### src/sv/rce_pkg.sv
// Shared types and constants for the Roberts cross edge threshold block.
// No dependencies; every other file imports this package.
package rce_pkg;

   localparam int PIXEL_W  = 8;
   localparam int COORD_W  = 10;
   localparam int MAG_W    = 9;
   localparam int SIZE_W   = 11;
   localparam int CSR_IDX_W = 2;

   localparam int QUEUE_DEPTH = 4;

   // result kinds, one mask bit each, in emit order
   localparam int KIND_CROSS  = 0;
   localparam int KIND_RIGHT  = 1;
   localparam int KIND_BOTTOM = 2;
   localparam int KIND_CORNER = 3;
   localparam int KIND_N      = 4;

   // configuration register indexes
   localparam logic [CSR_IDX_W-1:0] CSR_WIDTH     = 2'd0;
   localparam logic [CSR_IDX_W-1:0] CSR_HEIGHT    = 2'd1;
   localparam logic [CSR_IDX_W-1:0] CSR_THRESHOLD = 2'd2;

   localparam logic [SIZE_W-1:0] WIDTH_RESET     = 11'd640;
   localparam logic [SIZE_W-1:0] HEIGHT_RESET    = 11'd480;
   localparam logic [MAG_W-1:0]  THRESHOLD_RESET = 9'd64;

   // one classified pixel, carried from front to back
   typedef struct packed {
      logic [KIND_N-1:0]  kinds;
      logic [COORD_W-1:0] col;
      logic [COORD_W-1:0] row;
      logic [MAG_W-1:0]   mag_cross;
      logic [MAG_W-1:0]   mag_right;
      logic [MAG_W-1:0]   mag_bottom;
      logic [PIXEL_W-1:0] pixel;
   } rce_task_type;

endpackage

### src/sv/rce_if.sv


interface rce_rsp_if;
   import rce_pkg::*;
   logic               valid;
   logic               ready;
   logic [COORD_W-1:0] out_col;
   logic [COORD_W-1:0] out_row;
   logic [MAG_W-1:0]   magnitude;
   logic               edge_bit;
   logic               frame_last;
   modport source(output valid, output out_col, output out_row, output magnitude,
                  output edge_bit, output frame_last, input ready);
   modport sink(input valid, input out_col, input out_row, input magnitude,
                input edge_bit, input frame_last, output ready);
endinterface


### src/sv/rce_back.sv
// Back part: expands each task word into its results, one per cycle into the
// output register while it is free to take one. Depends on rce_pkg, rce_if.
module rce_back (
   input  logic                      clock,
   input  logic                      reset,
   input  logic                      task_valid,
   output logic                      task_ready,
   input  rce_pkg::rce_task_type     task_word,
   input  logic [rce_pkg::MAG_W-1:0] threshold,
   rce_rsp_if.source                 rsp
);
   import rce_pkg::*;

   rce_task_type       t_ff;
   logic               t_valid_ff, t_valid_in;
   logic [KIND_N-1:0]  t_kinds_ff, t_kinds_in, pick, kinds_next;
   logic               out_free, emit, t_done;

   logic               o_valid_ff, o_valid_in;
   logic [COORD_W-1:0] o_col_ff, o_row_ff, r_col, r_row;
   logic [MAG_W-1:0]   o_mag_ff, r_mag;
   logic               o_edge_ff, o_last_ff;

   // lowest pending kind goes first
   always_comb begin
      pick = '0;
      if (t_kinds_ff[KIND_CROSS])       pick[KIND_CROSS]  = 1'b1;
      else if (t_kinds_ff[KIND_RIGHT])  pick[KIND_RIGHT]  = 1'b1;
      else if (t_kinds_ff[KIND_BOTTOM]) pick[KIND_BOTTOM] = 1'b1;
      else if (t_kinds_ff[KIND_CORNER]) pick[KIND_CORNER] = 1'b1;
   end

   assign out_free   = !o_valid_ff || rsp.ready;
   assign emit       = t_valid_ff && (t_kinds_ff != '0) && out_free;
   assign kinds_next = emit ? (t_kinds_ff & ~pick) : t_kinds_ff;
   assign t_done     = t_valid_ff && (kinds_next == '0);
   assign task_ready = !t_valid_ff || t_done;

   always_comb begin
      t_valid_in = t_valid_ff;
      t_kinds_in = kinds_next;
      if (task_valid && task_ready) begin
         t_valid_in = 1'b1;
         t_kinds_in = task_word.kinds;
      end else if (t_done) begin
         t_valid_in = 1'b0;
      end
   end

   always_comb begin
      r_col = (pick[KIND_CROSS] || pick[KIND_BOTTOM]) ? t_ff.col - COORD_W'(1) : t_ff.col;
      r_row = (pick[KIND_CROSS] || pick[KIND_RIGHT])  ? t_ff.row - COORD_W'(1) : t_ff.row;
      if (pick[KIND_CROSS])       r_mag = t_ff.mag_cross;
      else if (pick[KIND_RIGHT])  r_mag = t_ff.mag_right;
      else if (pick[KIND_BOTTOM]) r_mag = t_ff.mag_bottom;
      else                        r_mag = MAG_W'(t_ff.pixel);
   end

   assign o_valid_in = emit ? 1'b1 : (rsp.ready ? 1'b0 : o_valid_ff);

   always_ff @(posedge clock) begin
      if (reset) begin
         t_valid_ff <= 1'b0;
         t_kinds_ff <= '0;
         o_valid_ff <= 1'b0;
      end else begin
         t_valid_ff <= t_valid_in;
         t_kinds_ff <= t_kinds_in;
         o_valid_ff <= o_valid_in;
      end
   end

   always_ff @(posedge clock) begin
      if (task_valid && task_ready) t_ff <= task_word;
      if (emit) begin
         o_col_ff  <= r_col;
         o_row_ff  <= r_row;
         o_mag_ff  <= r_mag;
         o_edge_ff <= (r_mag > threshold);
         o_last_ff <= pick[KIND_CORNER];
      end
   end

   assign rsp.valid      = o_valid_ff;
   assign rsp.out_col    = o_col_ff;
   assign rsp.out_row    = o_row_ff;
   assign rsp.magnitude  = o_mag_ff;
   assign rsp.edge_bit   = o_edge_ff;
   assign rsp.frame_last = o_last_ff;

endmodule

### src/flat_wrapper.sv
// flat-port wrapper written by rule: the top's interface ports become plain ports
module rce_back_flat import rce_pkg::*;
  (clock, reset, task_valid, task_ready, task_word, threshold, rsp_valid, rsp_out_col, rsp_out_row, rsp_magnitude, rsp_edge_bit, rsp_frame_last, rsp_ready);
  rce_rsp_if rsp_i ();
  input  logic clock;
  input  logic reset;
  input  logic task_valid;
  output logic task_ready;
  input  rce_pkg::rce_task_type task_word;
  input  logic [rce_pkg::MAG_W-1:0] threshold;
  output wire logic [$bits(rsp_i.valid)-1:0] rsp_valid;
  output wire logic [$bits(rsp_i.out_col)-1:0] rsp_out_col;
  output wire logic [$bits(rsp_i.out_row)-1:0] rsp_out_row;
  output wire logic [$bits(rsp_i.magnitude)-1:0] rsp_magnitude;
  output wire logic [$bits(rsp_i.edge_bit)-1:0] rsp_edge_bit;
  output wire logic [$bits(rsp_i.frame_last)-1:0] rsp_frame_last;
  input wire logic [$bits(rsp_i.ready)-1:0] rsp_ready;
  assign rsp_valid = rsp_i.valid;
  assign rsp_out_col = rsp_i.out_col;
  assign rsp_out_row = rsp_i.out_row;
  assign rsp_magnitude = rsp_i.magnitude;
  assign rsp_edge_bit = rsp_i.edge_bit;
  assign rsp_frame_last = rsp_i.frame_last;
  assign rsp_i.ready = rsp_ready;
  rce_back u_core (.clock(clock), .reset(reset), .task_valid(task_valid), .task_ready(task_ready), .task_word(task_word), .threshold(threshold), .rsp(rsp_i));
endmodule
### config.mk
export PLATFORM = sky130hd
export DESIGN_NAME = rce_back_flat
export DESIGN_NICKNAME = d
export VERILOG_FILES = /design/src/sv/rce_pkg.sv /design/src/sv/rce_if.sv /design/src/sv/rce_back.sv /design/src/flat_wrapper.sv
export SDC_FILE = /design/constraint.sdc
export NUM_CORES = 1
export LEC_CHECK = 0
export BUFFER_PORTS_ARGS = -buffer_cell sky130_fd_sc_hd__buf_2
export CAP_MARGIN = 20
export CORE_MARGIN = 3
export CORE_UTILIZATION = 31
export CTS_CLUSTER_SIZE = 25
export DETAILED_ROUTE_END_ITERATION = 12
export GPL_ROUTABILITY_DRIVEN = 0
export MAX_ROUTING_LAYER = met4
export SLEW_MARGIN = 20
export SYNTH_ARGS = -nofsm -noshare
export SYNTH_HDL_FRONTEND = slang
export SYNTH_SLANG_ARGS = --single-unit
### constraint.sdc
create_clock -name clock -period 6.36 [get_ports clock]
set_clock_uncertainty 0.1 [all_clocks]
set_input_delay 0.318 -clock clock [delete_from_list [all_inputs] [get_ports clock]]
set_output_delay 0.318 -clock clock [all_outputs]
set_load 0.01 [all_outputs]
* Word level (Yosys, flattened, before mapping)
Cells that the tools add are included.
Cells by class: mux-type cells 18, div/mod/pow operators 0, add/sub/neg operators 2, order comparisons 1, multipliers 0, reduce and logical (&&, ||, !) cells 14, equality and inequality tests 0, bitwise operators 2, shift operators 0
Operators with widths (count):
- 9-bit 2-to-1 mux | 3
- 10-bit 2-to-1 mux | 2
- 10-bit by 1-bit subtractor with 10-bit output (second input constant) | 2
- 9-bit > comparator | 1
- 1-bit 2-to-1 mux | 9
- 4-bit 2-to-1 mux | 2
- 4-bit bitwise AND | 1
- 1-bit logical AND | 4
- 4-bit zero test | 1
- 1-bit logical OR | 4
- 4-bit NOT | 1
- 2-bit nonzero test | 2
- 4-bit nonzero test | 1
- 3-bit 2-to-1 mux | 1
- 1-bit zero test | 2
- 2-bit 2-to-1 mux | 1
Storage, ports and cells: memories 0, register bits after elaboration 92, bits in latches 0, logic and storage cells 51, RAM bits 0, bits in read-only memories 0

* Logic depth before layout (Yosys ltp)
Gate-level depths: netlist (run 1).
depth after elaboration 12, gate-level depth with buffers 11, mapped depth without buffers 9

* Worst setup path before layout (run 1)
No wires, ideal clock.
path kind reg-to-reg, from reg u_core.t_kinds_ff[2], to reg u_core.o_edge_ff, in the netlist u_core.rsp.edge_bit (data pin), stages on the path, launching flop included 12, data arrival time 2.236 ns, path slack 3.770 ns, data required time 6.006 ns, path buffers 2, setup time 0.254 ns, cells stage by stage dfxtp_1 -> buf_2 -> buf_2 -> mux2i_1 -> nor2_1 -> a21oi_1 -> o21ai_0 -> ha_1 -> and4b_1 -> a2111oi_0 -> o31ai_1 -> o21a_1
Between the ends: word-level cells in the longest chain between the ends 7
RTL lines:
- from (decl) | RTL line rce_back.sv:16 | logic [KIND_N-1:0] t_kinds_ff, t_kinds_in, pick, kinds_next;
- from (signal assigned) | RTL line rce_back.sv:68 | t_kinds_ff <= t_kinds_in;
- 1-bit 2-to-1 mux | RTL line rce_back.sv:29 | else if (t_kinds_ff[KIND_BOTTOM]) pick[KIND_BOTTOM] = 1'b1;
- 2-bit 2-to-1 mux | RTL line rce_back.sv:28 | else if (t_kinds_ff[KIND_RIGHT]) pick[KIND_RIGHT] = 1'b1;
- 3-bit 2-to-1 mux | RTL line rce_back.sv:27 | if (t_kinds_ff[KIND_CROSS]) pick[KIND_CROSS] = 1'b1;
- 9-bit 2-to-1 mux | RTL line rce_back.sv:55 | else if (pick[KIND_BOTTOM]) r_mag = t_ff.mag_bottom;
- 9-bit 2-to-1 mux | RTL line rce_back.sv:54 | else if (pick[KIND_RIGHT]) r_mag = t_ff.mag_right;
- 9-bit 2-to-1 mux | RTL line rce_back.sv:53 | if (pick[KIND_CROSS]) r_mag = t_ff.mag_cross;
- net u_core.r_mag[3] | RTL line rce_back.sv:21 | logic [MAG_W-1:0] o_mag_ff, r_mag;
- 9-bit > comparator | RTL line rce_back.sv:79 | o_edge_ff <= (r_mag > threshold);
- to (signal assigned) | RTL line rce_back.sv:79
- to (decl) | RTL line rce_back.sv:22 | logic o_edge_ff, o_last_ff;
The timed path passes the listed nets, and every way through them passes these cells. A chain may end at the register's enable or synchronous reset.

* Worst setup path in the final report (run 1)
Ends and elaborated chain as after synthesis.

==> implementation parameters, run 1 <==
Parameter                              Value

CTS
  H-tree Lvls    3
  Number of buffers inserted for hold repair after clock tree synthesis    0
  Maximum buffer depth of the clock tree    2
  Clock transition at path regs    around 0.06 ns
  TritonCTS buffer count    9
  Clock net sink count    92
  CTS tree    built
  Post-CTS setup buffer count    0
  # resized after CTS    0
  Clock Latency Late Sink    between 0.3 and 0.4 ns
  Buffer cell driving the clock tree root    sky130_fd_sc_hd__clkbuf_16

Detailed routing
  Antenna viol nets, final    0
  Routed via count    about 2,300
  Vias per inst    ~4.6
  DRC errors left    0
  Final routed wirelength across all metal layers    roughly 8000 um
  DRT iter0 DRCs    roughly 140
  DR WL/cell    roughly 15 um
  Number of iterations in the first detailed-routing pass    4

Global route
  Largest net degree at the start of global routing    33
  Total global-route track usage    12.04%
  Number of antenna violations at the first check in global routing    0
  Remaining Overflow, GRT    0
  Number of global-route vias before repair    between 2,000 and 2,500
  First-pass GRT wire length    11,990 um

Setup path
  Required arrival time at the worst endpoint    about 6.4 ns
  Logic depth of the worst register-to-register path    9
  Crit path arrival time    ~3 ns
  Worst Setup Path Type    reg2reg
  Crit. End Element    register
  Maximum fanout along the worst path    16
  Type of origin of the critical path    register

Power
  Sw Ratio    approximately 22%
  Fraction of power consumed by sequential logic    52.1%
  Part of the power in combinational logic    a little under a tenth
  Lkg Pwr    around 1.9 nW
  Net switching power of the design    approximately 0.31 mW
  Maximum vdd drop    0.1389 mV
  Internal power consumption    around 1.1 mW
  Clk pwr share    38.4%
  Total power divided by cell area    about 300 mW/mm2

Yosys
  Mapped cell area    0.003821 mm2
  Register area share after synthesis    a little over two thirds
  Post-synthesis net count    between 300 and 400
  Fraction of synthesis flops using an asynchronous set or reset pin    0%
  Mapped Cells    259
  Most instantiated flip-flop cell in the synthesis netlist    sky130_fd_sc_hd__edfxtp_1
  Top post-synthesis cells by count    86 x sky130_fd_sc_hd__edfxtp_1, 20 x sky130_fd_sc_hd__nand2_1, 17 x sky130_fd_sc_hd__inv_1
  Area fraction of the dominant cell type after synthesis    67.58%
  Number of synthesized flops with an enable pin    86
  Most area-consuming cells after synthesis    sky130_fd_sc_hd__edfxtp_1 68%, sky130_fd_sc_hd__ha_1 3.6%, sky130_fd_sc_hd__dfxtp_1 3.1%, sky130_fd_sc_hd__mux2i_1 2.6%, sky130_fd_sc_hd__xnor2_1 2.3%
  Count of warnings emitted by yosys    0
  Average size of a mapped cell    approximately 15 um2
  Synthesized flop and latch total    92
  Netlist cell types    between 40 and 50
  Most frequent cell after synthesis    sky130_fd_sc_hd__edfxtp_1
  Area leader, netlist    sky130_fd_sc_hd__edfxtp_1

Place
  HPWL after detailed placement    between 5000 and 6000 um
  Count of buffers from port buffering    approximately 100
  Worst setup timing slack at the placement stage    3.391 ns
  Placed Instances    roughly 500

Floorplan
  Core ar.    0.01171 mm2
  Ports    105
  Initial cell density of the core    between 30 and 40%
  Die height    ~120 um
  Area of the die    around 0.014 mm2
  Die width    about 120 um
  Number of standard-cell rows in the floorplan    39

Finish
  Fraction of final layout cells sized beyond drive strength 1    ~34%
  Final core occ    around 40%
  Post-synthesis to final-layout area growth    25.31%
  Final Non-Filler Cells    514
  Net count, final    roughly 450
  Antenna diodes    0

STA
  RSZ-0062 raised after global routing    false
  Final Critical Period    about 3 ns
  Total negative slack for setup checks    0 ns
  Pins over their slew limit    0
  Number of hold violations in the final report    0
  Final worst path period share    a little under half
  Least-Margin Pin Slew    ~1.0 ns
  Slack of the critical path    between 3 and 4 ns
  Final setup violation count    0
  Maximum achievable frequency    between 0.3 and 0.4 GHz
  Worst slew margin    roughly 30%

Flow run
  Max-Cap Viols    0

Min path
  Class of the most critical hold timing path    in2reg
  Number of stages on the worst hold path    1

Status
  Result of the run    complete, no violations
[worst max-delay path, cell delays in order, from the launching register on]
cell                        delay, ns
sky130_fd_sc_hd__dfxtp_1         0.80
sky130_fd_sc_hd__mux2i_1         0.26
sky130_fd_sc_hd__nor2_1          0.06
sky130_fd_sc_hd__a21oi_1         0.15
sky130_fd_sc_hd__o21ai_0         0.14
sky130_fd_sc_hd__ha_1            0.38
sky130_fd_sc_hd__and4b_1         0.19
sky130_fd_sc_hd__a2111oi_0       0.36
sky130_fd_sc_hd__o31ai_1         0.13
sky130_fd_sc_hd__o21a_1          0.18
[cells in the final DEF, fill, tap and decap left out, types with 2 or more instances in the layout]
cell type	instances
sky130_fd_sc_hd__a21oi_1	10
sky130_fd_sc_hd__nand2_1	20
sky130_fd_sc_hd__o31ai_1	2
sky130_fd_sc_hd__nor2b_1	2
sky130_fd_sc_hd__or2_2	2
sky130_fd_sc_hd__a211oi_1	3
sky130_fd_sc_hd__nor3b_1	2
sky130_fd_sc_hd__mux2i_1	10
sky130_fd_sc_hd__nor3_1	2
sky130_fd_sc_hd__nor4_1	2
sky130_fd_sc_hd__clkinv_1	3
sky130_fd_sc_hd__xnor2_1	10
sky130_fd_sc_hd__xor2_1	7
sky130_fd_sc_hd__nor2_1	15
sky130_fd_sc_hd__clkinv_2	2
sky130_fd_sc_hd__nand3_1	5
sky130_fd_sc_hd__a21o_1	2
sky130_fd_sc_hd__clkbuf_16	9
sky130_fd_sc_hd__inv_1	17
sky130_fd_sc_hd__edfxtp_1	86
sky130_fd_sc_hd__buf_2	104
sky130_fd_sc_hd__ha_1	11
sky130_fd_sc_hd__nand3b_1	2
sky130_fd_sc_hd__dfxtp_1	6
sky130_fd_sc_hd__o21ai_0	12
sky130_fd_sc_hd__bufinv_16	2
[final timing paths]
check	from	to	slack [ns]
worst max register to register	u_core.t_kinds_ff[2]	u_core.rsp.edge_bit	3.35
worst min register to register	u_core.t_ff[54]	u_core.rsp.out_col[9]	0.46
worst min-delay path	task_word[54]	u_core.t_ff[54]	0.06
worst max-delay path	u_core.t_kinds_ff[2]	u_core.rsp.edge_bit	3.35
[flip-flops by register name, indices dropped and copies added, names as in the netlist]
signal	count
u_core.t_ff	55
u_core.rsp.edge_bit	1
u_core.rsp.magnitude	9
u_core.t_kinds_ff	4
u_core.t_valid_ff	1
u_core.rsp.out_col	10
u_core.rsp.valid	1
u_core.rsp.frame_last	1
u_core.rsp.out_row	10
[cell type report]
cell class	instances	area (um2)
fillers	1096	6923
flip-flops and latches	92	2703
multi-input cells	141	1008
repair buffers	105	528.0
clock buffers	9	225.2
well taps	143	178.9
clock inverters	7	81.33
inverters	17	63.81
[power by group through the flow]
stage	registers (mW)	clock network, mW	logic [mW]
2_1_floorplan	0.745	0	0.0825
3_3_place_gp	0.750	0	0.134
3_5_place_dp	0.751	0	0.137
4_1_cts	0.738	0.557	0.138
5_1_grt	0.743	0.586	0.153
6_report	0.738	0.544	0.135
[kinds of logic (layout without fill, tap and decap cells)]
family / after synthesis / after routing / synth area share, %
flip-flops: 92 / 92 / 70.73
XOR/XNOR: 17 / 17 / 3.896
AO/OA/AOI/OAI: 43 / 43 / 8.088
AND/OR/NAND/NOR: 60 / 60 / 7.956
buffers and inverters: 26 / 138 / 3.111
multiplexers: 10 / 10 / 2.620
adder cells (fa/ha/maj): 11 / 11 / 3.602
[per-layer routing]
metal / wire length [um] / vias to the layer above / share of wire [%] / global-route usage (%)
met3: 361 / 6 / 4.6 / 2.879
met1: 3620 / 1108 / 46 / 15.95
met5: 0 / - / 0 / -
met2: 3765 / 60 / 48 / 18.24
li1: - / 1173 / - / -
met4: 81 / 0 / 1.0 / 4.128
[through the flow]
step / area (um2) / hold WS, ns / power, mW
floorplan: 3821 / 0.2871 / 0.8277
global placement: 4482 / 0.3962 / 0.8839
detailed placement: 4482 / 0.3968 / 0.8876
CTS: 4788 / 0.04932 / 1.433
global route: 4788 / 0.04562 / 1.482
finish: 4788 / 0.06213 / 1.417
(Power assumes the default switching activity.)
==> run 2: changes to the inputs <==
Clock period 6.36 ns to 2.5 ns, I/O delays scaled along.
==> implementation parameters, run 2 (synthesis gave the netlist of run 1 again) <==
Parameter                              Value

Status
  Result of the run    complete, no violations

STA
  RSZ-0062 raised after global routing    true
  Pins over their slew limit    0 (unchanged)
  Least-Margin Pin Slew    0.8761 ns (-0.1627 ns)
  Number of hold violations in the final report    0 (unchanged)
  Final Critical Period    2.400 ns (-0.6123 ns)
  Final worst path period share    96.01% (+49 points)
  Worst slew margin    41.47% (+11 points)
  Maximum achievable frequency    0.4166 GHz (+26%)
  Final setup violation count    0 (unchanged)

Detailed routing
  Antenna viol nets, final    0 (unchanged)
  Routed via count    2,617 (+12%)
  Final routed wirelength across all metal layers    8414 um (+7.5%)
  DRC errors left    0 (unchanged)
  Number of iterations in the first detailed-routing pass    4 (unchanged)
  DR WL/cell    14.36 um (-5.7%)
  DRT iter0 DRCs    94 (-30%)
  Vias per inst    4.466 (-2.2%)

Power
  Internal power consumption    2.790 mW (+150%)
  Sw Ratio    22.81% (+1.3 points)
  Maximum vdd drop    0.3009 mV (+120%)
  Net switching power of the design    0.8247 mW (+170%)
  Total power divided by cell area    655.4 mW/mm2 (+120%)
  Part of the power in combinational logic    13.4% (+3.9 points)
  Fraction of power consumed by sequential logic    51.5% (-0.6 points)
  Clk pwr share    35.1% (-3.3 points)
  Lkg Pwr    2.234 nW (+16%)

CTS
  Clock Latency Late Sink    0.34 ns (about the same)
  Clock net sink count    92 (unchanged)
  H-tree Lvls    3 (unchanged)
  TritonCTS buffer count    9 (unchanged)
  Buffer cell driving the clock tree root    sky130_fd_sc_hd__clkbuf_16
  Maximum buffer depth of the clock tree    2 (unchanged)
  Clock transition at path regs    0.06 ns (about the same)
  CTS tree    built

Place
  Count of buffers from port buffering    104 (unchanged)
  Placed Instances    508 (+2.0%)
  HPWL after detailed placement    5807 um (-0.93%)

Finish
  Most common cell after layout, fill and taps aside    sky130_fd_sc_hd__buf_2
  Final core occ    47.09% (+6.2 points)
  Final Non-Filler Cells    586 (+14%)
  Max FFs per register    55 (unchanged)
  Post-synthesis to final-layout area growth    44.34%
  Net count, final    521 (+16%)
  Most frequent cells in the layout    104 x sky130_fd_sc_hd__buf_2, 86 x sky130_fd_sc_hd__edfxtp_1, 61 x sky130_fd_sc_hd__dlygate4sd3_1
  Fraction of final layout cells sized beyond drive strength 1    32.96% (-1.0 points)
  Top register by number of flip-flops    u_core.t_ff
  Antenna diodes    0 (unchanged)

Setup path
  Critical Path Slowest Stage Cell    sky130_fd_sc_hd__dfxtp_4
  Maximum fanout along the worst path    4 (-12)
  Worst-path cell chain    mux2i_2 -> nor2_1 -> a21oi_1 -> o21ai_1 -> ha_1 -> and4b_1 -> a2111oi_4 -> o31ai_1 -> o21a_1
  Crit path arrival time    2.40 ns (-0.60 ns)
  Worst Setup Path Type    reg2reg
  Crit. End Element    register
  Max incr delay on CP    0.39 ns (-0.41 ns)
  Type of origin of the critical path    register
  Required arrival time at the worst endpoint    2.50 ns (-3.85 ns)

Floorplan
  Ports    105 (unchanged)
  Area of the die    0.01369 mm2 (unchanged)
  Number of standard-cell rows in the floorplan    39 (unchanged)
  Core ar.    0.01171 mm2 (unchanged)
  Initial cell density of the core    32.63% (unchanged)
  Die height    117.0 um (unchanged)
  Die width    117.0 um (unchanged)

Global route
  Number of antenna violations at the first check in global routing    0 (unchanged)
  Largest net degree at the start of global routing    60 (+82%)
  Number of global-route vias before repair    2,616 (+8.8%)
  Total global-route track usage    12.95% (+0.91 points)
  First-pass GRT wire length    12,900 um (+7.6%)
  Remaining Overflow, GRT    0 (unchanged)

Flow run
  Max-Cap Viols    0 (unchanged)

Min path
  Class of the most critical hold timing path    in2reg
run 2: cell types whose count changed in the layout (fill, tap and decap cells not counted), sizes merged:
cell         before  now
buf             105  116
dlygate4sd3       0   61
bufinv            2    0
clkbuf            9   12
clkinvlp          0    2
clkinv            5    2
run 2: what timing repair did:
action                     CTS  global route
gates cloned                 0             0
setup endpoints to repair    1             1
buffers inserted             0             1
hold buffers                61             0
pin swaps                    0             2
gates resized for setup      2            10
hold endpoints to repair    61             0
run 2: cell type report:
| type | instances | area (um2) |
|---|---|---|
| flip-flops and latches | 92 | 2708 |
| clock buffers | 12 | 256.5 |
| repair buffers | 177 | 1241 |
| well taps | 143 | 178.9 |
| inverters | 17 | 63.81 |
| clock inverters | 4 | 25.02 |
| multi-input cells | 141 | 1042 |
| fillers | 1074 | 6196 |
run 2: power groups by stage:
stage	Clock (mW)	Combinational [mW]	Sequential, mW
after floorplan	0	0.218	1.90
after global placement	0	0.384	1.89
after detailed placement	0	0.394	1.89
after CTS	1.31	0.471	1.86
after global routing	1.37	0.538	1.87
final	1.27	0.484	1.86
run 2: metrics by stage:
step | cell area (um2) | setup WS (ns) | total power, mW | hold slack [ns] | setup TNS, ns
finish | 5515 | 0.09987 | 3.615 | 0.1075 | 0
detailed placement | 4576 | -0.006714 | 2.288 | 0.2031 | -0.006714
floorplan | 3834 | 0.002457 | 2.113 | 0.09407 | 0
CTS | 5470 | 0.05251 | 3.641 | 0.1008 | 0
global route | 5515 | 0.001606 | 3.781 | 0.1463 | 0
global placement | 4576 | 0.06090 | 2.277 | 0.2021 | 0
run 2: path summary, 6_finish.rpt:
path	startpoint	endpoint	slack (ns)	depth (start not counted)
max	u_core.t_kinds_ff[2]	u_core.rsp.edge_bit	0.1	9
min	rsp_ready	u_core.rsp.valid	0.11	3
max reg2reg	u_core.t_kinds_ff[2]	u_core.rsp.edge_bit	0.1	9
min reg2reg	u_core.t_ff[44]	u_core.rsp.out_row[9]	0.46	1
run 2: critical path: cells and delay by family, from the launching register on:
family / cells / cell delay [ns]
AO/OA/AOI/OAI: 5 / 0.81
flip-flops: 1 / 0.39
adder cells (fa/ha/maj): 1 / 0.34
AND/OR/NAND/NOR: 2 / 0.29
multiplexers: 1 / 0.22
run 2: routing by layer:
metal | GRT usage [%] | up-vias | share of wire, %
li1 | - | 1321 | -
met1 | 15.84 | 1213 | 44
met2 | 20.74 | 66 | 50
met3 | 2.365 | 17 | 4.1
met4 | 6.269 | 0 | 2.1
met5 | - | - | 0
