==> config.mk <==
export PLATFORM = sky130hd
export DESIGN_NAME = rce_queue
export DESIGN_NICKNAME = d
export VERILOG_FILES = /design/src/sv/rce_pkg.sv /design/src/sv/rce_queue.sv
export SDC_FILE = /design/constraint.sdc
export NUM_CORES = 1
export LEC_CHECK = 0
export BUFFER_PORTS_ARGS = -buffer_cell sky130_fd_sc_hd__buf_2
export CAP_MARGIN = 20
export CORE_UTILIZATION = 30
export DETAILED_ROUTE_END_ITERATION = 7
export PLACE_DENSITY = 0.45
export SLEW_MARGIN = 20
export SYNTH_ARGS = -nofsm -noshare
export SYNTH_HDL_FRONTEND = slang
export SYNTH_SLANG_ARGS = --single-unit
==> constraint.sdc <==
create_clock -name clock -period 3.5 [get_ports clock]
set_clock_uncertainty 0.15 [all_clocks]
set_input_delay 0.175 -clock clock [delete_from_list [all_inputs] [get_ports clock]]
set_output_delay 0.175 -clock clock [all_outputs]
set_load 0.01 [all_outputs]
==> src/sv/rce_pkg.sv <==
// Shared types and constants for the Roberts cross edge threshold block.
// No dependencies; every other file imports this package.
package rce_pkg;

   localparam int PIXEL_W  = 8;
   localparam int COORD_W  = 10;
   localparam int MAG_W    = 9;
   localparam int SIZE_W   = 11;
   localparam int CSR_IDX_W = 2;

   localparam int QUEUE_DEPTH = 4;

   // result kinds, one mask bit each, in emit order
   localparam int KIND_CROSS  = 0;
   localparam int KIND_RIGHT  = 1;
   localparam int KIND_BOTTOM = 2;
   localparam int KIND_CORNER = 3;
   localparam int KIND_N      = 4;

   // configuration register indexes
   localparam logic [CSR_IDX_W-1:0] CSR_WIDTH     = 2'd0;
   localparam logic [CSR_IDX_W-1:0] CSR_HEIGHT    = 2'd1;
   localparam logic [CSR_IDX_W-1:0] CSR_THRESHOLD = 2'd2;

   localparam logic [SIZE_W-1:0] WIDTH_RESET     = 11'd640;
   localparam logic [SIZE_W-1:0] HEIGHT_RESET    = 11'd480;
   localparam logic [MAG_W-1:0]  THRESHOLD_RESET = 9'd64;

   // one classified pixel, carried from front to back
   typedef struct packed {
      logic [KIND_N-1:0]  kinds;
      logic [COORD_W-1:0] col;
      logic [COORD_W-1:0] row;
      logic [MAG_W-1:0]   mag_cross;
      logic [MAG_W-1:0]   mag_right;
      logic [MAG_W-1:0]   mag_bottom;
      logic [PIXEL_W-1:0] pixel;
   } rce_task_type;

endpackage

==> src/sv/rce_queue.sv <==
// Short task queue between front and back of the Roberts cross block.
// Depends on rce_pkg.
module rce_queue (
   input  logic                  clock,
   input  logic                  reset,
   input  logic                  in_valid,
   output logic                  in_ready,
   input  rce_pkg::rce_task_type in_word,
   output logic                  out_valid,
   input  logic                  out_ready,
   output rce_pkg::rce_task_type out_word
);
   import rce_pkg::*;

   localparam int PW = $clog2(QUEUE_DEPTH);

   rce_task_type         slots [QUEUE_DEPTH];
   logic [PW-1:0]        wr_ff, wr_in, rd_ff, rd_in;
   logic [PW:0]          count_ff, count_in;
   logic                 do_push, do_pop;

   assign in_ready  = (count_ff != PW'(0) + (PW+1)'(QUEUE_DEPTH));
   assign out_valid = (count_ff != '0);
   assign out_word  = slots[rd_ff];
   assign do_push   = in_valid && in_ready;
   assign do_pop    = out_valid && out_ready;

   always_comb begin
      wr_in    = do_push ? wr_ff + PW'(1) : wr_ff;
      rd_in    = do_pop  ? rd_ff + PW'(1) : rd_ff;
      count_in = count_ff;
      if (do_push && !do_pop)      count_in = count_ff + (PW+1)'(1);
      else if (do_pop && !do_push) count_in = count_ff - (PW+1)'(1);
   end

   always_ff @(posedge clock) begin
      if (reset) begin
         wr_ff    <= '0;
         rd_ff    <= '0;
         count_ff <= '0;
      end else begin
         wr_ff    <= wr_in;
         rd_ff    <= rd_in;
         count_ff <= count_in;
      end
   end

   always_ff @(posedge clock) begin
      if (do_push) slots[wr_ff] <= in_word;
   end

endmodule

[After elaboration in Yosys (flattened, before gate mapping)]
Memories as Yosys holds them, arrays and structs flattened. A register that Yosys moved wholly into a read port is not among the register bits.
Index checks and enable logic that the tools add are counted.
Operators by class
  equality and inequality tests: 1
  muxes and demuxes: 6
  reductions and logical operators: 8
  add/sub/neg operators: 4
Operators with widths (count)
  $mux W3: 2
  $add A2 B1 Y2 const B: 2
  $logic_and A1 B1 Y1: 4
  $mux W2: 2
  $add A3 B1 Y3 const B: 1
  $ne A3 B3 Y1 const B: 1
  $reduce_bool A3 Y1: 1
  $sub A3 B1 Y3 const B: 1
  $logic_not A1 Y1: 2
  $mux W1: 2
  $reduce_bool A2 Y1: 1
Word-level totals
  register bits after elaboration: 7
  word-level logic and storage cells: 23
  output and inout port bits: 61
  bits of input ports: 63
  memories kept: 1
  RAM bits: 236
Memories
  slots: depth 4, width 59, read ports 1, clocked after Yosys merged registers in 1, write ports 1, line rce_queue.sv:17  | rce_task_type slots [QUEUE_DEPTH];

[Longest topological paths before layout]
Gate-level depths: netlist of run 1.
  depth in word-level cells: 6
  gate-level depth with buffers: 8
  gate-level depth less buffers: 8

[Worst setup path after synthesis of run 1]
OpenSTA, ideal clock, no wires.
  path kind: reg-to-reg
  start: reg count_ff[0]
  end: mem slots[0][0] (netlist name) (enable)
  path buffers: 0
  library setup time: 423 ps
  stages on the path, launching flop included: 4
  path slack: 729 ps
  data required time: 2927 ps
  arrival: 2198 ps
  period minus slack after synthesis: 2771 ps
  path through: dfxtp_1 > nor2_1 > a21boi_2 > and2_1
On the way
  cells in the longest elaborated chain, start to end: 4
RTL lines
  start, declared: line rce_queue.sv:19  | logic [PW:0] count_ff, count_in;
  start signal, assigned: line rce_queue.sv:44  | count_ff <= count_in;
  $ne A3 B3 Y1: line rce_queue.sv:22  | assign in_ready = (count_ff != PW'(0) + (PW+1)'(QUEUE_DEPTH));
  $logic_and A1 B1 Y1: line rce_queue.sv:25  | assign do_push = in_valid && in_ready;
  named net do_push: line rce_queue.sv:20  | logic do_push, do_pop;
  $mux W1: line rce_queue.sv:49  | if (do_push) slots[wr_ff] <= in_word;
  $mux W1 (not written as such): line rce_queue.sv:49
  end, declared: line rce_queue.sv:17
The timed path passes the listed nets, and every way through them passes these cells.

==> results of run 1 <==
-- cells by family after synthesis --
| kind of cell | count (synthesis) |
|---|---|
| fa+ha+maj | 6 |
| mux | 62 |
| buf+inv | 18 |
| simple gates | 17 |
| compound gates | 5 |
| xor+xnor | 4 |
| flops | 245 |
-- what timing repair did --
| item | in CTS | in global routing |
|---|---|---|
| endpoints found under the hold margin | 245 | 0 |
| hold buffers | 62 | 0 |
| resized for setup | 0 | 0 |
-- placed cells by master, fill, tap and decap left out --
cell type / n
buf_12: 2
fa_1: 1
inv_1: 3
nor2_1: 8
mux4_2: 59
mux2i_1: 2
a21oi_1: 1
buf_2: 123
nand2b_1: 2
clkinv_2: 5
mux2_2: 1
o21ai_0: 1
o31ai_1: 1
bufinv_16: 2
and2_4: 4
nand2_1: 1
or3_1: 2
dfxtp_4: 2
xor2_1: 4
a21boi_2: 1
clkbuf_1: 6
buf_4: 1
edfxtp_1: 236
dlygate4sd3_1: 62
o311ai_0: 1
ha_1: 5
clkinv_1: 7
dfxtp_1: 7
clkbuf_16: 27
-- cell type report --
type / instances / share of cell area
well taps: 390 / 0.0425
inverters: 3 / 0.000981
clock inverters: 14 / 0.00970
flip-flops and latches: 245 / 0.634
multi-input cells: 94 / 0.140
clock buffers: 33 / 0.0608
repair buffers: 188 / 0.112
-- synth_stat cells --
cell type and n:
edfxtp_1 236, mux4_2 59, dfxtp_1 9, nor2_1 8, clkbuf_1 5, ha_1 5
and2_1 4, buf_4 4, xor2_1 4, buf_2 3, inv_1 3, buf_12 2
mux2i_1 2, nand2b_1 2, or3_1 2, a21boi_2 1, a21oi_1 1, buf_6 1
fa_1 1, mux2_2 1, nand2_1 1, o21ai_0 1, o311ai_0 1, o31ai_1 1
-- critical path: cells and delay by family (launching register included) --
family / cells / cell delay, ns
muxes: 1 / 0.58
buffers and inverters: 2 / 0.55
DFF: 1 / 0.67
-- worst min-delay path by stage --
stage / start / to / depth (start not counted)
2_1_floorplan: in_word[0] / slots[0][0] / 0
3_3_place_gp: in_word[11] / slots[2][11] / 1
3_5_place_dp: in_word[48] / slots[0][48] / 1
4_1_cts: in_word[12] / slots[2][12] / 2
5_1_grt: in_word[12] / slots[2][12] / 2
6_report: in_word[53] / slots[2][53] / 2
-- power by group through the flow --
stage / sequential (mW) / clock, mW / combinational (mW)
after floorplan: 3.69 / 0 / 1.25
after global placement: 3.84 / 0 / 1.74
after detailed placement: 3.86 / 0 / 1.75
after CTS: 3.80 / 2.67 / 1.82
after global routing: 3.83 / 2.77 / 1.92
final: 3.78 / 2.58 / 1.75
-- state kept, by name (all words and copies together) (netlist names), named ones only --
name      flops
slots       236
count_ff      3
rd_ff         2
wr_ff         2
-- metrics by stage --
step | power (mW) | area (um2) | utilization | setup slack, ns | instances
after floorplan | 4.94 | 8990 | - | 0.729 | 357
after global placement | 5.58 | 10000 | 0.340 | 1.20 | 858
after detailed placement | 5.62 | 10000 | 0.340 | 1.02 | 858
after CTS | 8.29 | 11500 | 0.388 | 0.719 | 967
after global routing | 8.52 | 11500 | 0.388 | 0.642 | 967
final | 8.12 | 11500 | 0.388 | 0.845 | 967
-- per-layer routing --
metal / part of all wire / track usage / vias up
li1: - / - / 1916
met1: 0.44 / 0.153 / 2200
met2: 0.49 / 0.198 / 107
met3: 0.054 / 0.0270 / 26
met4: 0.015 / 0.0293 / 0
met5: 0 / 0 / -
==> impl_metrics.env, run 1 <==
export IMPL_critPathMaxFanout=23
export IMPL_finalSetupViolations=0
export IMPL_synth_simple_area_share=0.00932
export IMPL_avgRoutedWirePerCell_um=18.3
export IMPL_syn_nets=426
export IMPL_wirelength_um=17700
export IMPL_crit_slowest_cell="dfxtp_4"
export IMPL_dr_pass1_iters=6
export IMPL_slew_headroom=0.330
export IMPL_cts_buffer_depth=3
export IMPL_yosysWarnings=0
export IMPL_cts_tree="built"
export IMPL_swShare=0.260
export IMPL_area_delta_synth_final_pct=27.6
export IMPL_synth_top_area_cell="edfxtp_1"
export IMPL_post_cts_setup_buffer_count=0
export IMPL_setup_tns_final_ns=0
export IMPL_hpwl_um=9910
export IMPL_die_x_um=175
export IMPL_ys_types=24
export IMPL_grt_pass1_wl_um=27100
export IMPL_dr_total_vias=4249
export IMPL_synth_fa_ha_area_frac=0.00918
export IMPL_pwr_share_comb=0.216
export IMPL_status="completed"
export IMPL_synth_top_family_by_area="multiplexers"
export IMPL_power_density_nw_per_um2=708
export IMPL_clkTransAtPathRegs_ns=0.06
export IMPL_track_usage=0.117
export IMPL_cts_sinks=245
export IMPL_core_um2=29600
export IMPL_p_switching_mw=2.11
export IMPL_yosysSeqAreaShare=0.808
export IMPL_regArea_um2=7270
export IMPL_io_pin_count=124
export IMPL_crit_required_ns=3.17
export IMPL_crit_arrival_ns=2.33
export IMPL_synth_mux_area_frac=0.151
export IMPL_synth_top_area_frac=0.788
export IMPL_antennaDiodeCount=0
export IMPL_worst_slew_pin_slew_ns=1.01
export IMPL_power_leakage_nw=3.85
export IMPL_hold_viol_final=0
export IMPL_timing_worst_setup_path_type="reg -> out"
export IMPL_initial_core_util=0.304
export IMPL_io_buffers=123
export IMPL_multiInputGateArea_um2=1610
export IMPL_fp_dieH_um=175
export IMPL_numCtsBuffers=26
export IMPL_rr_worst_depth=8
export IMPL_synth_cells=357
export IMPL_synth_compound_area_frac=0.00417
export IMPL_power_frac_clock=0.318
export IMPL_nFillCells=2731
export IMPL_rrSetupSlack_ns=0.99
export IMPL_drc=0
export IMPL_gp_congestion=0.676
export IMPL_max_cap_violations=0
export IMPL_antenna_left=0
export IMPL_clockRootBuffer="clkbuf_16"
export IMPL_peakVddDrop_mv=0.426
export IMPL_vias_per_cell=4.39
export IMPL_holdCritPathClass="in -> reg"
export IMPL_synthTopCellsByArea="edfxtp_1 79%, mux4_2 15%, dfxtp_1 2.0%, ha_1 0.70%, buf_12 0.45%"
export IMPL_ys_seq_elements=245
export IMPL_cts_htree_levels=1
export IMPL_clk_latency_ns=0.51
export IMPL_rows=63
export IMPL_die_area_um2=30700
export IMPL_layout_drive_gt1_share=0.393
export IMPL_drt_iter0_markers=225
export IMPL_critPathMaxStageDelay_ns=0.67
export IMPL_crit_path_end="out_word[6]"
export IMPL_r2r_end="count_ff[2]"
export IMPL_start_kind="flip-flop"
export IMPL_nets=627
export IMPL_grt_max_degree=60
export IMPL_syn_area_um2=8990
export IMPL_grt_pass1_vias=4762
export IMPL_synth_area_per_cell_um2=25.2
export IMPL_final_max_slew_viol_count=0
export IMPL_cp_end_kind="output port"
export IMPL_rr_startpoint="count_ff[0]"
export IMPL_fin_crit_ns=2.65
export IMPL_fin_crit_sh=0.759
export IMPL_synth_xor_area_frac=0.00390
export IMPL_gr_total_overflow=0
export IMPL_hold_ws_ns=0.260
export IMPL_worstPathCellList="buf_4 > mux4_2 > buf_2"
export IMPL_p_seq_frac=0.466
export IMPL_antenna_found_initial=0
export IMPL_rsz0062_at_grt="false"
export IMPL_internal_power_mw=6.01
export IMPL_max_freq_mhz=377
No activity file was read; power rests on OpenSTA's default activity.
==> inputs of run 2 (changes only) <==
--- a/config.mk
+++ b/config.mk
@@ -9,7 +9,7 @@
 export CAP_MARGIN = 20
 export CORE_UTILIZATION = 30
 export DETAILED_ROUTE_END_ITERATION = 7
-export PLACE_DENSITY = 0.45
+export PLACE_DENSITY = 0.47
 export SLEW_MARGIN = 20
 export SYNTH_ARGS = -nofsm -noshare
 export SYNTH_HDL_FRONTEND = slang
==> constraint.sdc (replaced) <==
create_clock -name clock -period 2.2 [get_ports clock]
set_clock_uncertainty 0.15 [all_clocks]
set_input_delay 0.11 -clock clock [delete_from_list [all_inputs] [get_ports clock]]
set_output_delay 0.11 -clock clock [all_outputs]
set_load 0.01 [all_outputs]
==> run 2 against run 1 <==
Against the previous run: worst hold slack got worse by 0.24 ns; final area increased by 5.0%; setup slack got worse by 0.81 ns; critical path depth increased by 1; critical endpoint is now out_word[8]; sequential power increased by 54%.
==> impl_metrics.env, run 2 (synthesis gave the netlist of run 1 again) <==
export IMPL_status="completed"
export IMPL_finalSetupViolations=0
export IMPL_regMostFlops="slots"
export IMPL_avgRoutedWirePerCell_um=18.2
export IMPL_rsz0062_at_grt="true"
export IMPL_use_met3=0.0239
export IMPL_crit_arrival_ns=1.90
export IMPL_io_pin_count=124
export IMPL_hpwl_um=10600
export IMPL_start_kind="flip-flop"
export IMPL_clk_latency_ns=0.51
export IMPL_nFillCells=2671
export IMPL_core_um2=29600
export IMPL_gp_congestion=0.714
export IMPL_fin_crit_ns=2.16
export IMPL_max_freq_mhz=463
export IMPL_swShare=0.260
export IMPL_power_frac_clock=0.303
export IMPL_critPathMaxFanout=11
export IMPL_track_usage=0.116
export IMPL_fin_cells=994
export IMPL_final_max_slew_viol_count=0
export IMPL_wirelength_um=18100
export IMPL_peakVddDrop_mv=0.618
export IMPL_area_delta_synth_final_pct=34.0
export IMPL_io_buffers=123
export IMPL_drc=0
export IMPL_grt_pass1_vias=4795
export IMPL_layout_common_cells="236 x edfxtp_1, 99 x buf_2, 61 x dlygate4sd3_1"
export IMPL_hold_ws_ns=0.0207
export IMPL_die_area_um2=30700
export IMPL_fin_crit_sh=0.982
export IMPL_gr_total_overflow=0
export IMPL_drt_iter0_markers=193
export IMPL_timing_worst_setup_path_type="reg -> out"
export IMPL_power_leakage_nw=4.10
export IMPL_post_place_cells=877
export IMPL_fp_dieH_um=175
export IMPL_antenna_found_initial=1
export IMPL_layout_drive_gt1_share=0.431
export IMPL_rrSetupSlack_ns=0.06
export IMPL_multiInputGateArea_um2=1630
export IMPL_max_cap_violations=0
export IMPL_cts_htree_levels=1
export IMPL_crit_required_ns=1.94
export IMPL_vias_per_cell=4.34
export IMPL_internal_power_mw=10.1
export IMPL_numCtsBuffers=27
export IMPL_grtUsageMet2=0.203
export IMPL_cts_tree="built"
export IMPL_power_density_nw_per_um2=1140
export IMPL_nets=652
export IMPL_final_common_cell="edfxtp_1"
export IMPL_busiest_layer="met2"
export IMPL_largestRegisters="slots (236), count_ff (3)"
export IMPL_p_total_mw=13.7
export IMPL_grt_pass1_wl_um=27100
export IMPL_regArea_um2=7280
export IMPL_die_x_um=175
export IMPL_dr_pass1_iters=4
export IMPL_slew_headroom=0.652
export IMPL_grt_max_degree=60
export IMPL_rows=63
export IMPL_antenna_left=0
export IMPL_fin_util=0.408
export IMPL_dr_total_vias=4318
export IMPL_initial_core_util=0.304
export IMPL_cp_end_kind="output port"
export IMPL_gr_usage_met1=0.146
export IMPL_cts_buffer_depth=3
export IMPL_p_seq_frac=0.425
export IMPL_pwr_share_comb=0.272
export IMPL_hold_viol_final=0
export IMPL_clkTransAtPathRegs_ns=0.06
export IMPL_worst_slew_pin_slew_ns=0.515
export IMPL_p_switching_mw=3.56
export IMPL_cts_sinks=245
export IMPL_holdCritPathClass="in -> reg"
export IMPL_clockRootBuffer="clkbuf_16"
export IMPL_largest_register_ffs=236
## run 2: cell types whose count changed in the layout (fill, tap and decap cells not counted), moves of 2 or more
| cell | before | now |
|---|---|---|
| clkbuf_16 | 27 | 29 |
| buf_2 | 123 | 99 |
| buf_4 | 1 | 12 |
| buf_12 | 2 | 12 |
| dfxtp_1 | 7 | 5 |
| buf_6 | 0 | 24 |
| clkbuf_8 | 0 | 2 |
| buf_16 | 0 | 2 |
## run 2: final cells by class
class / count / share of cell area
Sequential cell: 245 / 0.604
Timing Repair Buffer: 212 / 0.150
Multi-Input combinational cell: 94 / 0.136
Clock buffer: 34 / 0.0599
Tap cell: 390 / 0.0405
Clock inverter: 15 / 0.00821
Inverter: 3 / 0.000935
Antenna cell: 1 / 0.000208
## run 2: final timing paths
check	start	endpoint	depth (start not counted)
hold reg to reg	rd_ff[1]	flip-flop	2
setup reg to reg	count_ff[2]	count_ff[2]	8
hold / removal	in_valid	wr_ff[1]	4
setup / recovery	flip-flop	out_word[8]	4
## run 2: through the flow
step	worst slack (ns)	cell area [um2]	setup TNS (ns)
finish	0.0389	12000	0
global placement	0.101	10300	0
CTS	-0.0136	11800	-0.0136
global route	-0.0334	12000	-0.540
detailed placement	-0.0227	10300	-0.0227
floorplan	0.0300	9000	0
## run 2: power by group through the flow
| stage | combinational [mW] | clock (mW) | sequential (mW) |
|---|---|---|---|
| 2_1_floorplan | 1.98 | 0 | 5.86 |
| 3_3_place_gp | 3.10 | 0 | 5.92 |
| 3_5_place_dp | 3.13 | 0 | 5.96 |
| 4_1_cts | 3.34 | 4.29 | 5.82 |
| 5_1_grt | 4.01 | 4.46 | 5.86 |
| 6_report | 3.72 | 4.15 | 5.82 |
## run 2: per-layer routing
metal | routed length [um] | part of all wire | vias up
met5 | 0 | 0 | -
met4 | 450 | 0.025 | 0
met3 | 782 | 0.043 | 30
met2 | 8990 | 0.50 | 107
met1 | 7910 | 0.44 | 2205
li1 | - | - | 1976
## run 2: repair_timing
item / in CTS / in global routing
endpoints found under the setup margin: 51 / 25
hold endpoints to repair: 245 / 0
gates resized for setup: 3 / 30
hold buffers: 61 / 0
cloned: 0 / 2
setup buffers: 2 / 2
## run 2: worst max-delay path: stages (launching register included)
cell and delay, ns:
dfxtp_4 0.40, buf_12 0.13, clkbuf_16 0.19, mux4_2 0.50, buf_2 0.16
==> inputs of run 3 (changes only) <==
==> constraint.sdc (replaced) <==
create_clock -name clock -period 2.2 [get_ports clock]
set_clock_uncertainty 0.15 [all_clocks]
set_input_delay 0.44 -clock clock [delete_from_list [all_inputs] [get_ports clock]]
set_output_delay 0.44 -clock clock [all_outputs]
set_load 0.01 [all_outputs]
==> run 3 against run 2 <==
Against the previous run: setup slack lost 0.30 ns; sequential share of layout area decreased by 0.59 points; fmax down 12%; non-clock buffer count rose by 5; first-iteration DRC count increased by 9.8%; clock power decreased by 6.0%; the flow now finishes with violations (setup timing); die area stayed put; highest routed layer unchanged; worst hold slack gained 0.048 ns; flip-flop and latch count did not move; largest power group unchanged; final area grew 1.0%.
==> impl_metrics.env, run 3 (synthesis gave the netlist of run 1 again) <==
export IMPL_dr_pass1_iters=4
export IMPL_pwr_share_comb=0.294
export IMPL_cts_tree="built"
export IMPL_clkTransAtPathRegs_ns=0.06
export IMPL_numCtsBuffers=26
export IMPL_core_um2=29600
export IMPL_power_leakage_nw=4.13
export IMPL_p_seq_frac=0.423
export IMPL_antenna_left=0
export IMPL_track_usage=0.122
export IMPL_start_kind="flip-flop"
export IMPL_avgRoutedWirePerCell_um=18.5
export IMPL_grt_pass1_wl_um=28200
export IMPL_fin_ws_ns=-0.257
export IMPL_hold_viol_final=0
export IMPL_power_density_nw_per_um2=1130
export IMPL_fin_crit_ns=2.46
export IMPL_grt_pass1_vias=4921
export IMPL_nFillCells=2663
export IMPL_finalSetupViolations=59
export IMPL_gp_congestion=0.706
export IMPL_drc=0
export IMPL_die_x_um=175
export IMPL_drt_iter0_markers=212
export IMPL_max_freq_mhz=407
export IMPL_antenna_found_initial=1
export IMPL_final_max_slew_viol_count=0
export IMPL_timing_worst_setup_path_type="reg -> out"
export IMPL_wirelength_um=18400
export IMPL_gr_total_overflow=0
export IMPL_p_switching_mw=3.58
export IMPL_rsz0062_at_grt="true"
export IMPL_internal_power_mw=10.2
export IMPL_peakVddDrop_mv=0.658
export IMPL_status="complete, but fails checks"
export IMPL_vias_per_cell=4.44
export IMPL_rows=63
export IMPL_area_delta_synth_final_pct=35.3
export IMPL_power_frac_clock=0.283
export IMPL_io_pin_count=124
export IMPL_largest_register_ffs=236
export IMPL_setup_tns_final_ns=-12.74
export IMPL_post_place_cells=878
export IMPL_grt_max_degree=37
export IMPL_clockRootBuffer="clkbuf_16"
export IMPL_io_buffers=123
export IMPL_slew_headroom=0.673
export IMPL_worst_slew_pin_slew_ns=0.484
export IMPL_fp_dieH_um=175
export IMPL_hpwl_um=10800
export IMPL_regMostFlops="slots"
export IMPL_cts_htree_levels=1
export IMPL_cts_sinks=245
export IMPL_critPathMaxFanout=7
export IMPL_clk_latency_ns=0.51
export IMPL_fin_cells=997
export IMPL_crit_required_ns=1.61
export IMPL_die_area_um2=30700
export IMPL_final_common_cell="edfxtp_1"
export IMPL_fin_crit_sh=1.12
export IMPL_cp_end_kind="output port"
export IMPL_layout_drive_gt1_share=0.431
export IMPL_nets=656
export IMPL_holdCritPathClass="in -> reg"
export IMPL_crit_arrival_ns=1.87
export IMPL_largestRegisters="slots (236), count_ff (3)"
export IMPL_max_cap_violations=0
export IMPL_layout_common_cells="236 x edfxtp_1, 84 x buf_2, 59 x mux4_2, 59 x dlygate4sd3_1, 44 x buf_6"
export IMPL_swShare=0.260
export IMPL_dr_total_vias=4426
export IMPL_violations="setup timing"
export IMPL_cts_buffer_depth=3
export IMPL_initial_core_util=0.304
==> run 3: changes by cell type in the layout (fill, tap and decap cells not counted), moves of 2 or more <==
cell,change
dlygate4sd3_1,-2
clkbuf_16,-2
buf_4,-3
clkinv_1,+2
buf_6,+20
clkbuf_8,-2
buf_8,+2
clkbuf_1,+2
buf_2,-15
clkinv_2,-2
buf_12,+5
==> run 3: metrics by stage <==
stage	cell area, um2	hold slack (ns)	setup WS, ns	utilization	power (mW)
after floorplan	9000	0.332	0.0300	-	7.84
after global placement	10400	0.340	0.0640	0.350	9.06
after detailed placement	10400	0.381	-0.0952	0.350	9.14
after CTS	12000	0.0359	-0.318	0.406	13.8
after global routing	12200	0.0595	-0.340	0.412	14.5
final	12200	0.0686	-0.257	0.412	13.8
==> run 3: path summary, 6_finish.rpt <==
| path | end | start | depth (start not counted) | slack, ns |
|---|---|---|---|---|
| setup / recovery | out_word[58] | flip-flop | 4 | -0.26 |
| hold / removal | count_ff[2] | reset | 2 | 0.07 |
| setup reg to reg | count_ff[2] | count_ff[2] | 8 | 0.06 |
| hold reg to reg | wr_ff[1] | wr_ff[1] | 2 | 0.39 |
==> run 3: per-layer routing <==
layer	vias to the layer above	track usage	part of all wire
met2	109	0.209	0.50
li1	1977	-	-
met5	-	0	0
met3	37	0.0292	0.051
met4	0	0.0359	0.022
met1	2303	0.154	0.43
==> run 3: area by class of cell <==
type,instances,area (um2),share of cell area
antenna,1,2.50,0.000206
clock buffer,34,702,0.0577
clock inverter,13,58.8,0.00483
inverter,3,11.3,0.000925
multi-input combinational,94,1630,0.134
sequential,245,7280,0.598
tap,390,488,0.0401
timing repair buffer,217,2000,0.164
==> run 3: power groups by stage <==
| stage | sequential (mW) | clock (mW) | combinational (mW) |
|---|---|---|---|
| floorplan | 5.86 | 0 | 1.98 |
| global placement | 5.91 | 0 | 3.15 |
| detailed placement | 5.95 | 0 | 3.19 |
| CTS | 5.83 | 4.04 | 3.94 |
| global route | 5.88 | 4.22 | 4.36 |
| finish | 5.83 | 3.90 | 4.06 |
==> run 3: timing repair <==
action / CTS / global route
buffers inserted: 9 / 3
endpoints found under the setup margin: 60 / 60
hold buffers: 59 / 0
hold endpoints to repair: 236 / 0
gates resized for setup: 42 / 30
pin swaps: 0 / 1
gates cloned: 3 / 0
==> run 3: critical path: stages (launching register included) <==
cell and delay, ns:
dfxtp_4 0.38, buf_8 0.15, buf_12 0.14, mux4_2 0.53, buf_6 0.14
